<file path="src/design/pte_pkg.sv">
// -----------------------------------------------------------------------------
// pte_pkg
// Shared constants for the pedestal threshold estimator: ring size, field
// widths and operation codes.
// -----------------------------------------------------------------------------
`default_nettype none

package pte_pkg;

	localparam int unsigned RING_DEPTH = 64;
	localparam int unsigned IDX_W      = $clog2(RING_DEPTH);
	localparam int unsigned CNT_W      = IDX_W + 1;
	localparam int unsigned SAMPLE_W   = 16;
	localparam int unsigned THR_W      = 17;
	localparam int unsigned PROD_W     = IDX_W + SAMPLE_W;
	localparam int unsigned S_TDATA_W  = 16;
	localparam int unsigned M_TDATA_W  = 24;

	localparam logic OP_ADD  = 1'b0;
	localparam logic OP_CALC = 1'b1;

endpackage

`default_nettype wire

</file>
<file path="src/design/pedestal_threshold_estimator.sv">
// -----------------------------------------------------------------------------
// pedestal_threshold_estimator
// Pedestal sample ring with an in-memory sort and slope search that yields a
// trigger threshold on request.
// -----------------------------------------------------------------------------
// Usage:
//   Input transfers on s_*: s_tuser selects the operation (0 add sample,
//   1 calculate), s_tdata carries the sample. An add writes the ring;
//   adds stream back to back and produce no output.
//   A calculate produces one output transfer on m_*: m_tdata holds the
//   threshold, m_tuser the found flag.
//   While the ring is not yet full, a calculate returns threshold 0 with
//   found clear. Once full, the ring is copied into a work RAM and bubble
//   sorted there, one entry read per cycle, in RING_DEPTH passes; then
//   come a check state, a slope search that reads, multiplies and compares
//   each inspected entry through the single read port of the work RAM,
//   and a finish state. s_tready is low until the result is loaded.
//   Reset clears the write position and the filled flag; RAM contents are
//   not cleared. A result that the receiver stalls sits in the output
//   register; further adds are still accepted, and a following calculate
//   holds at its end until the register is free.
// -----------------------------------------------------------------------------
`default_nettype none

module pedestal_threshold_estimator (
	input  wire logic                            clk,
	input  wire logic                            arst_n,
	input  wire logic                            s_tvalid,
	output logic                                 s_tready,
	input  wire logic [pte_pkg::S_TDATA_W-1:0]   s_tdata,  // [15:0] sample
	input  wire logic                            s_tuser,  // [0] opcode
	output logic                                 m_tvalid,
	input  wire logic                            m_tready,
	output logic      [pte_pkg::M_TDATA_W-1:0]   m_tdata,  // [16:0] threshold, [23:17] zero
	output logic                                 m_tuser   // [0] found
);

	typedef enum logic [2:0] {
		ST_IDLE,
		ST_SORT,
		ST_CHECK,
		ST_SRCH_RD,
		ST_SRCH_MUL,
		ST_SRCH_CMP,
		ST_FIN,
		ST_DONE
	} state_t;

	localparam int unsigned N     = pte_pkg::RING_DEPTH;
	localparam int unsigned IW    = pte_pkg::IDX_W;
	localparam int unsigned CW    = pte_pkg::CNT_W;
	localparam int unsigned SW    = pte_pkg::SAMPLE_W;
	localparam int unsigned TW    = pte_pkg::THR_W;
	localparam int unsigned PW    = pte_pkg::PROD_W;

	state_t            state_q;
	logic [IW-1:0]     wpos_q;
	logic              filled_q;
	logic [CW-1:0]     cnt_q;
	logic [IW-1:0]     pass_q;
	logic [CW-1:0]     zcnt_q;
	logic [SW-1:0]     carry_q;
	logic [IW-1:0]     idx_q;
	logic [IW-1:0]     best_q;
	logic [SW-1:0]     best_val_q;
	logic [SW-1:0]     cur_q;
	logic              first_q;
	logic              cmp_en_q;
	logic [PW-1:0]     lhs_q;
	logic [PW-1:0]     rhs_q;
	logic [TW-1:0]     res_thr_q;
	logic              res_found_q;
	logic              m_tvalid_q;
	logic [TW-1:0]     m_thr_q;
	logic              m_found_q;

	logic              s_xfer;
	logic              ring_we;
	logic [IW-1:0]     ring_raddr;
	logic [SW-1:0]     ring_rdata;
	logic              work_we;
	logic [IW-1:0]     work_waddr;
	logic [SW-1:0]     work_wdata;
	logic [IW-1:0]     work_raddr;
	logic [SW-1:0]     work_rdata;
	logic [SW-1:0]     sort_data;
	logic [SW-1:0]     lo_val;
	logic [SW-1:0]     hi_val;
	logic              sort_proc;
	logic              sort_tail;
	logic [CW:0]       start_sum;
	logic              out_free;
	logic              out_load;

	assign s_tready = (state_q == ST_IDLE);
	assign s_xfer   = s_tvalid && s_tready;
	assign out_free = !m_tvalid_q || m_tready;
	assign out_load = (state_q == ST_DONE) && out_free;

	assign m_tvalid = m_tvalid_q;
	assign m_tdata  = {{(pte_pkg::M_TDATA_W - TW){1'b0}}, m_thr_q};
	assign m_tuser  = m_found_q;

	// ring write on add, read during the copy pass
	assign ring_we    = s_xfer && (s_tuser == pte_pkg::OP_ADD);
	assign ring_raddr = cnt_q[IW-1:0];

	pte_ram #(.WIDTH(SW), .DEPTH(N)) u_ring_ram (
		.clk   (clk),
		.we    (ring_we),
		.waddr (wpos_q),
		.wdata (s_tdata[SW-1:0]),
		.raddr (ring_raddr),
		.rdata (ring_rdata)
	);

	// bubble pass: data of entry cnt-1 arrives while entry cnt is read
	assign sort_data = (pass_q == '0) ? ring_rdata : work_rdata;
	assign lo_val    = (sort_data < carry_q) ? sort_data : carry_q;
	assign hi_val    = (sort_data < carry_q) ? carry_q : sort_data;
	assign sort_proc = (cnt_q >= CW'(1)) && (cnt_q <= CW'(N));
	assign sort_tail = (cnt_q == CW'(N + 1));

	always_comb begin
		work_we    = 1'b0;
		work_waddr = cnt_q[IW-1:0] - IW'(2);
		work_wdata = lo_val;
		work_raddr = cnt_q[IW-1:0];
		if (state_q == ST_SORT) begin
			if (sort_tail) begin
				work_we    = 1'b1;
				work_waddr = IW'(N - 1);
				work_wdata = carry_q;
			end else if (sort_proc && (cnt_q >= CW'(2))) begin
				work_we = 1'b1;
			end
		end else begin
			work_raddr = idx_q;
		end
	end

	pte_ram #(.WIDTH(SW), .DEPTH(N)) u_work_ram (
		.clk   (clk),
		.we    (work_we),
		.waddr (work_waddr),
		.wdata (work_wdata),
		.raddr (work_raddr),
		.rdata (work_rdata)
	);

	// search starts halfway between the first nonzero entry and the end
	assign start_sum = {1'b0, zcnt_q} + (CW + 1)'(N);

	always_ff @(posedge clk or negedge arst_n) begin
		if (!arst_n) begin
			state_q     <= ST_IDLE;
			wpos_q      <= '0;
			filled_q    <= 1'b0;
			cnt_q       <= '0;
			pass_q      <= '0;
			zcnt_q      <= '0;
			m_tvalid_q  <= 1'b0;
			first_q     <= 1'b0;
			cmp_en_q    <= 1'b0;
		end else begin
			// a new result replaces one that leaves in the same cycle
			if (out_load) begin
				m_tvalid_q <= 1'b1;
			end else if (m_tvalid_q && m_tready) begin
				m_tvalid_q <= 1'b0;
			end
			if (ring_we) begin
				if (wpos_q == IW'(N - 1)) begin
					wpos_q   <= '0;
					filled_q <= 1'b1;
				end else begin
					wpos_q <= wpos_q + IW'(1);
				end
			end
			unique case (state_q)
				ST_IDLE: begin
					if (s_xfer && (s_tuser == pte_pkg::OP_CALC)) begin
						cnt_q  <= '0;
						pass_q <= '0;
						zcnt_q <= '0;
						if (filled_q) begin
							state_q <= ST_SORT;
						end else begin
							res_thr_q   <= '0;
							res_found_q <= 1'b0;
							state_q     <= ST_DONE;
						end
					end
				end
				ST_SORT: begin
					if (sort_proc) begin
						if (cnt_q == CW'(1)) begin
							carry_q <= sort_data;
						end else begin
							carry_q <= hi_val;
						end
						if ((pass_q == '0) && (sort_data == '0)) begin
							zcnt_q <= zcnt_q + CW'(1);
						end
					end
					if (sort_tail) begin
						cnt_q <= '0;
						if (pass_q == IW'(N - 1)) begin
							state_q <= ST_CHECK;
						end else begin
							pass_q <= pass_q + IW'(1);
						end
					end else begin
						cnt_q <= cnt_q + CW'(1);
					end
				end
				ST_CHECK: begin
					if (zcnt_q == CW'(N)) begin
						res_thr_q   <= '0;
						res_found_q <= 1'b0;
						state_q     <= ST_DONE;
					end else begin
						idx_q   <= start_sum[IW:1];
						best_q  <= start_sum[IW:1];
						first_q <= 1'b1;
						state_q <= ST_SRCH_RD;
					end
				end
				ST_SRCH_RD: begin
					state_q <= ST_SRCH_MUL;
				end
				ST_SRCH_MUL: begin
					cur_q    <= work_rdata;
					cmp_en_q <= !first_q;
					if (first_q) begin
						best_val_q <= work_rdata;
						first_q    <= 1'b0;
					end
					lhs_q   <= PW'(idx_q) * PW'(best_val_q);
					rhs_q   <= PW'(best_q) * PW'(work_rdata);
					state_q <= ST_SRCH_CMP;
				end
				ST_SRCH_CMP: begin
					// strict compare keeps the earlier index on ties
					if (cmp_en_q && (lhs_q > rhs_q)) begin
						best_q     <= idx_q;
						best_val_q <= cur_q;
					end
					if (idx_q == IW'(N - 1)) begin
						state_q <= ST_FIN;
					end else begin
						idx_q   <= idx_q + IW'(1);
						state_q <= ST_SRCH_RD;
					end
				end
				ST_FIN: begin
					res_thr_q   <= TW'(best_val_q) + TW'(best_val_q >> 3);
					res_found_q <= 1'b1;
					state_q     <= ST_DONE;
				end
				ST_DONE: begin
					// hold until the output register is free
					if (out_load) begin
						m_thr_q    <= res_thr_q;
						m_found_q  <= res_found_q;
						state_q    <= ST_IDLE;
					end
				end
				default: begin
					state_q <= ST_IDLE;
				end
			endcase
		end
	end

endmodule

`default_nettype wire

</file>
<file path="src/design/pte_ram.sv">
// -----------------------------------------------------------------------------
// pte_ram
// Generic simple dual-port RAM: one write port, one read port and
// registered read data.
// -----------------------------------------------------------------------------
`default_nettype none

module pte_ram #(
	parameter int unsigned WIDTH = 16,
	parameter int unsigned DEPTH = 64
) (
	input  wire logic                     clk,
	input  wire logic                     we,
	input  wire logic [$clog2(DEPTH)-1:0] waddr,
	input  wire logic [WIDTH-1:0]         wdata,
	input  wire logic [$clog2(DEPTH)-1:0] raddr,
	output logic      [WIDTH-1:0]         rdata
);

	logic [WIDTH-1:0] mem [DEPTH];

	always_ff @(posedge clk) begin
		if (we) begin
			mem[waddr] <= wdata;
		end
		rdata <= mem[raddr];
	end

endmodule

`default_nettype wire

</file>
<file path="config.mk">
export PLATFORM = sky130hd
export DESIGN_NAME = pedestal_threshold_estimator
export DESIGN_NICKNAME = d
export VERILOG_FILES = /design/src/design/pte_pkg.sv /design/src/design/pedestal_threshold_estimator.sv /design/src/design/pte_ram.sv
export SDC_FILE = /design/constraint.sdc
export NUM_CORES = 2
export LEC_CHECK = 0
export ABC_AREA = 1
export BUFFER_PORTS_ARGS = -buffer_cell sky130_fd_sc_hd__buf_2
export CAP_MARGIN = 40
export CORE_MARGIN = 2
export CORE_UTILIZATION = 55
export DETAILED_ROUTE_END_ITERATION = 12
export GPL_TIMING_DRIVEN = 0
export PLACE_DENSITY = 0.76
export SETUP_SLACK_MARGIN = 0.3
export SLEW_MARGIN = 20
export SYNTH_ARGS = -nofsm -noshare
export SYNTH_HDL_FRONTEND = slang
export SYNTH_HIERARCHICAL = 1
export SYNTH_SLANG_ARGS = --single-unit
</file>
<file path="constraint.sdc">
create_clock -name clk -period 5.25 [get_ports clk]
set_clock_uncertainty 0.15 [all_clocks]
set_input_delay 1.05 -clock clk [delete_from_list [all_inputs] [get_ports clk]]
set_output_delay 1.05 -clock clk [all_outputs]
set_load 0.005 [all_outputs]
</file>
# [Yosys cells after proc, flatten, opt, wreduce, memory -nomap -nowiden]
# Memory sizes are Yosys's and may differ from the RTL's. A register that Yosys moved wholly into a read port is not among the register bits.
# Index checks and enable logic that the tools add are counted.
[totals] in_bits=21 ff_bits=173 out_inout_bits=27 memories=2 mem_bits_rw=2048 wordCells=154
[op_classes] multipliers=2 mux=55 eq_ne=27 addsub=8 n_bitwise=1 n_reduce_logical=34 order_cmp=5
[mem_list] memory="u_ring_ram.mem" depth=64 word_bits=16 rd=1 rd_ports_with_merged_regs=1 wr=1 line="pte_ram.sv:20" text="logic [WIDTH-1:0] mem [DEPTH];"
[mem_list] memory="u_work_ram.mem" depth=64 word_bits=16 rd=1 rd_ports_with_merged_regs=1 wr=1 line="pte_ram.sv:20"
[op_table] cell="16-bit two-way mux" count=8
[op_table] cell="6-bit two-way mux" count=10
[op_table] cell="17-bit two-way mux" count=3
[op_table] cell="17-bit case mux with 3 select lines" count=1
[op_table] cell="6-bit by 16-bit multiplier with 22-bit output" count=2
[op_table] cell="6-bit case mux with 2 select lines" count=3
[op_table] cell="16-bit case mux with 2 select lines" count=1
[op_table] cell="7-bit two-way mux" count=4
[op_table] cell="7-bit case mux with 2 select lines" count=2
[op_table] cell="4-bit AND reduction" count=7
[op_table] cell="3-bit case mux with 8 select lines" count=1
[op_table] cell="22-bit > comparator" count=1
[op_table] cell="3-bit two-way mux" count=7
[op_table] cell="2-bit != test, second input constant" count=10
[op_table] cell="6-bit by 1-bit adder with 6-bit output, second input constant" count=3
[op_table] cell="6-bit == test, second input constant" count=3
[op_table] cell="16-bit by 13-bit adder with 17-bit output" count=1
[op_table] cell="16-bit logical NOT" count=1
[op_table] cell="16-bit < comparator" count=1
[op_table] cell="7-bit by 1-bit adder with 7-bit output, second input constant" count=2
[op_table] cell="7-bit == test, second input constant" count=2
[op_table] cell="1-bit two-way mux" count=13
[op_table] cell="3-bit == test, second input constant" count=4
[op_table] cell="2-bit nonzero test" count=5
[op_table] cell="other kinds (21)" count=37

# [Longest topological paths before layout]
[logic_depth] depth_word=8 ltp_mapped=19 ltp_nobuf=17

# [Modules after synthesis]
# Netlist, hierarchy kept.
[modules_own_cells] mod="pte_ram" seq_area_each_um2=31069.8 area_each_um2=42099.1 instances=2 cells_each=3517
[modules_own_cells] mod="pedestal_threshold_estimator" seq_area_each_um2=5029.8 area_each_um2=15319.7 instances=1 cells_each=1871

# [Worst setup path before layout]
# No wires, ideal clock.
[synth_path] path_kind="flip-flop to flip-flop" start="register idx_q[5]" end="register lhs_q[18], data pin" synth_period_minus_slack_ps=4432 path_buffers=2 setup_ps=265 t_arrival_ps=4017 required_ps=4835 path_slack_ps=818 stages_incl_launch_ff=16 path_cell_list="edfxtp_1 -> clkbuf_1 -> clkbuf_1 -> nand2_1 -> fa_1 -> fa_1 -> fa_1 -> inv_1 -> ha_1 -> a21oi_1 -> nand2_1 -> a21oi_1 -> o21ai_0 -> a21oi_1 -> o21ai_0 -> xor2_1"
[synth_between] elab_chain_len=1
[synth_lines] item="from (decl)" line="pedestal_threshold_estimator.sv:63" text="logic [IW-1:0] idx_q;"
[synth_lines] item="from (signal assigned)" line="pedestal_threshold_estimator.sv:223" text="idx_q <= start_sum[IW:1];"
[synth_lines] item="from (signal assigned)" line="pedestal_threshold_estimator.sv:252" text="idx_q <= idx_q + IW'(1);"
[synth_lines] item="6-bit by 16-bit multiplier with 22-bit output" line="pedestal_threshold_estimator.sv:239" text="lhs_q <= PW'(idx_q) * PW'(best_val_q);"
[synth_lines] item="to (signal assigned)" line="pedestal_threshold_estimator.sv:239"
[synth_lines] item="to (decl)" line="pedestal_threshold_estimator.sv:69" text="logic [PW-1:0] lhs_q;"
# Every way passes these cells.
# A chain may end at the register's enable or synchronous reset.

# [Final worst setup path]
[layout_path] start="register cnt_q[1]" end="memory u_work_ram.mem[4][10] (enable)"
[layout_between] word_cells_on_any_way=14 cone_classes="add/sub (1); order compare (3); eq/ne (1); mux (7); reduce/logical (2)"
[layout_rtl] item="from (decl)" line="pedestal_threshold_estimator.sv:59" text="logic [CW-1:0] cnt_q;"
[layout_rtl] item="from (signal assigned)" line="pedestal_threshold_estimator.sv:214" text="cnt_q <= cnt_q + CW'(1);"
[layout_rtl] item="7-bit == test" line="pedestal_threshold_estimator.sv:122" text="assign sort_tail = (cnt_q == CW'(N + 1));"
[layout_rtl] item="6-bit two-way mux" line="pedestal_threshold_estimator.sv:130" text="if (sort_tail) begin"
[layout_rtl] item="6-bit two-way mux" line="pedestal_threshold_estimator.sv:129" text="if (state_q == ST_SORT) begin"
[layout_rtl] item="named net work_waddr[0]" line="pedestal_threshold_estimator.sv:82" text="logic [IW-1:0] work_waddr;"
[layout_rtl] item="to (decl)" line="pte_ram.sv:20"
# The timed path passes the listed nets, and every way through them passes these cells.

==> impl_metrics.csv <==
group,metric,value,unit
setup_path,worst-path-max-fanout,12,
synthesis,ys_warn_count,6,
synthesis,synth_top_cells_by_count,"nand2_1 (3,068), edfxtp_1 (2,188), nand3_1 (1,784), inv_1 (482), buf_2 (228)",
clock_tree,cts_tree,"done",
sta,layout_min_cycle_time,4.87,ns
clock_tree,clock_path_buffers,3,
setup_path,end_kind,"flop",
routing,drc,0,
synthesis,yosysSeqAreaShare,67.5,%
place,place_congestion,1.04,
routing,routed_wl,301,mm
setup_path,crit_family,"simple AND/OR/NAND/NOR gates",
finish,syn2layout_area_growth,13.3,%
sta,worst_slew_pin_slew,0.971,ns
pwr,p_per_area,724,nW/um^2
sta,final_max_slew_viol_count,0,
setup_path,startpoint_type,"flop",
grt,top_usage_layer,"met2",
die,dieArea,184000,um^2
place,numPortBuffers,40,
die,initial_utilization,55.2,%
place,dpl_cell_area,105000,um^2
clock_tree,clock-sinks,2253,
routing,drt.antenna.violating_nets,0,
grt,grt.met1_usage,42.3,%
grt,grt_overflow,0,
synthesis,synthArstFlopShare,1.46,%
synthesis,netlist_top_cells_area,"edfxtp_1 (66%), nand2_1 (12%), nand3_1 (9.0%)",
synthesis,yosysTopAreaCell,"edfxtp_1",
place,dpl.cell_count,11500,
synthesis,syn_avg_cell_area,11.2,um^2
finish,drive_gt1_share,11.8,%
setup_path,crit_top_cell,"nand2_1",
clock_tree,cts_buffers,215,
synthesis,ys_ff_latch,2253,
routing,vias_per_cell,6.10,
routing,drtPass1Iterations,9,
setup_path,required,5.64,ns
grt,met2_usage,49.3,%
synthesis,synth_most_common_cell,"nand2_1",
clock_tree,clk_latency,0.87,ns
setup_path,worstSetupPathType,"reg -> reg",
finish,layoutNonFillerInstCount,11921,
clock_tree,cts_root_buffer,"clkbuf_16",
synthesis,dominantRegCellSynth,"edfxtp_1",
die,die_x,429,um
die,rows,156,
grt,use_met3,7.90,%
sta,hold_viol_final,0,
die,core,180000,um^2
synthesis,synth_cell_types,51,
setup_path,critPathBufInv,5,
setup_path,slowest_stage,"nand4_1",
synthesis,synth_top_area_share,66.0,%
sta,finalCritPeriodShare,92.8,%
clock_tree,clkTransAtPathRegs,0.06,ns
grt,grt_max_degree,65,
grt,grt_usage,32.0,%
pwr,ir_drop,1.04,mV
synthesis,synth_cells,8905,
hold_path,hold_path_class,"reg -> reg",
setup_path,path_cells,"inv_1 -> ha_1 -> nand2_1 -> nor2_1 -> nand2_1 -> clkbuf_1 -> nand2_1 -> clkbuf_1 -> inv_1 -> nand4_1 -> nor2_2 -> buf_6",
sta,fmax,205,MHz
outcome,status,"finished, final reports clean",
sta,rsz0062_at_grt,"yes",
grt,antenna_found_initial,8,
routing,drt_iter0_drc,11630,
routing,wire_per_inst,25.2,um
pwr,p_leak,44.1,nW
die,ios,48,
sta,slew_headroom,34.8,%
finish,fin_nets,9627,
finish,stdcell_area,113000,um^2
pwr,p_total,81.6,mW
synthesis,synth_edf_count,2188,
place,dpl.hpwl,207,mm
synthesis,mappedNetlistArea,99500,um^2
run,maxCapViolCount,0,
routing,via_count,72724,
grt,grt_pass1_wl,435,mm
clock_tree,htreeDepth,4,
setup_path,cp.arrival,5.27,ns
sta,finalSetupViolCount,0,
grt,grt_pass1_vias,68612,
die,die-height,429,um
setup_path,critPathMaxStageDelay,0.81,ns
==> per-layer routing <==
layer / vias up / wire length [um] / part of all wire (%)
li1: 31481 / - / -
met4: 8 / 18200 / 6.1
met2: 5416 / 136000 / 45
met3: 959 / 40400 / 13
met1: 34860 / 106000 / 35
met5: - / 53 / 0.018
==> logic make-up after synthesis <==
family,count (synthesis),share of synthesized area (%)
other,1,0.00377
xor gates and xnor gates,51,0.449
AOI/OAI and AO/OA,192,1.05
DFF,2253,67.5
and+or+nand+nor,5162,22.1
adders and majority gates,238,3.86
buffers and inverters,1008,5.06
==> registers in the layout, indices dropped and copies added (netlist names), 3 cells and up <==
register,count
cur_q,16
zcnt_q,7
best_q,6
u_work_ram/rdata,16
wpos_q,6
res_thr_q,17
u_ring_ram/mem,1024
carry_q,16
state_q,3
idx_q,6
m_thr_q,17
u_work_ram/mem,1024
cnt_q,7
best_val_q,16
pass_q,6
u_ring_ram/rdata,16
lhs_q,22
rhs_q,22
==> final cells by class <==
class	instances	area [um^2]
Antenna cell	2	5.00
Buffer	518	3210
Clock buffer	287	5850
Clock inverter	111	1100
Fill cell	13465	67600
Inverter	490	1860
Multi-Input combinational cell	5650	27900
Sequential cell	2253	67200
Tap cell	2370	2970
Timing Repair Buffer	240	2630
==> report_power, final <==
part / leakage [nW] / internal, mW / total (mW) / switching (mW)
registers: 20.5 / 25.3 / 25.6 / 0.307
logic: 20.3 / 10.7 / 40.7 / 30.0
clock network: 3.39 / 8.67 / 15.3 / 6.66
total: 44.1 / 44.7 / 81.6 / 36.9
==> final timing paths <==
kind / cells after the start / start / end / slack (ns)
setup / recovery: 12 / cnt_q[1] / u_work_ram/mem[4][10] / 0.38
hold / removal: 0 / res_thr_q[11] / m_thr_q[11] / 0.27
setup reg to reg: 12 / cnt_q[1] / u_work_ram/mem[4][10] / 0.38
hold reg to reg: 0 / res_thr_q[11] / m_thr_q[11] / 0.27
max in group asynchronous: 3 / arst_n / filled_q / 4.02
min in group asynchronous: 2 / arst_n / m_tvalid / 0.46
==> through the flow <==
stage | hold slack (ns) | worst slack (ns) | TNS [ns] | util, %
floorplan | 0.250 | 0.818 | 0 | -
global placement | 0.255 | -1.78 | -953.22 | 56.9
detailed placement | 0.256 | 0.0574 | 0 | 58.4
CTS | 0.271 | 0.305 | 0 | 62.3
global route | 0.286 | 0.172 | 0 | 62.5
finish | 0.274 | 0.376 | 0 | 62.5
==> timing repair <==
| action | CTS | global route |
|---|---|---|
| endpoints found under the setup margin | 7 | 78 |
| buffers inserted | 0 | 4 |
| hold endpoints to repair | 4 | 0 |
| hold buffers | 1 | 0 |
| pin swaps | 0 | 3 |
| gates cloned | 0 | 0 |
| gates resized for setup | 16 | 29 |
==> placed cells by master, fill, tap and decap left out, types with 38 or more instances in the layout <==
master     netlist  layout
clkbuf_16        0     218
a21oi_1         83      79
clkbuf_1       105     138
nor2_2           4     104
ha_1           123     123
fa_1           115     115
nand2_1       3068    3052
buf_2          228     287
inv_1          482     482
clkinv_1         0      38
nand4_1         47      47
buf_6          101     177
edfxtp_1      2188    2188
nand3_1       1784    1784
o21ai_0         72      70
buf_4           45      87
nor2_1         193      80
No activity file was read; power rests on OpenSTA's default activity.
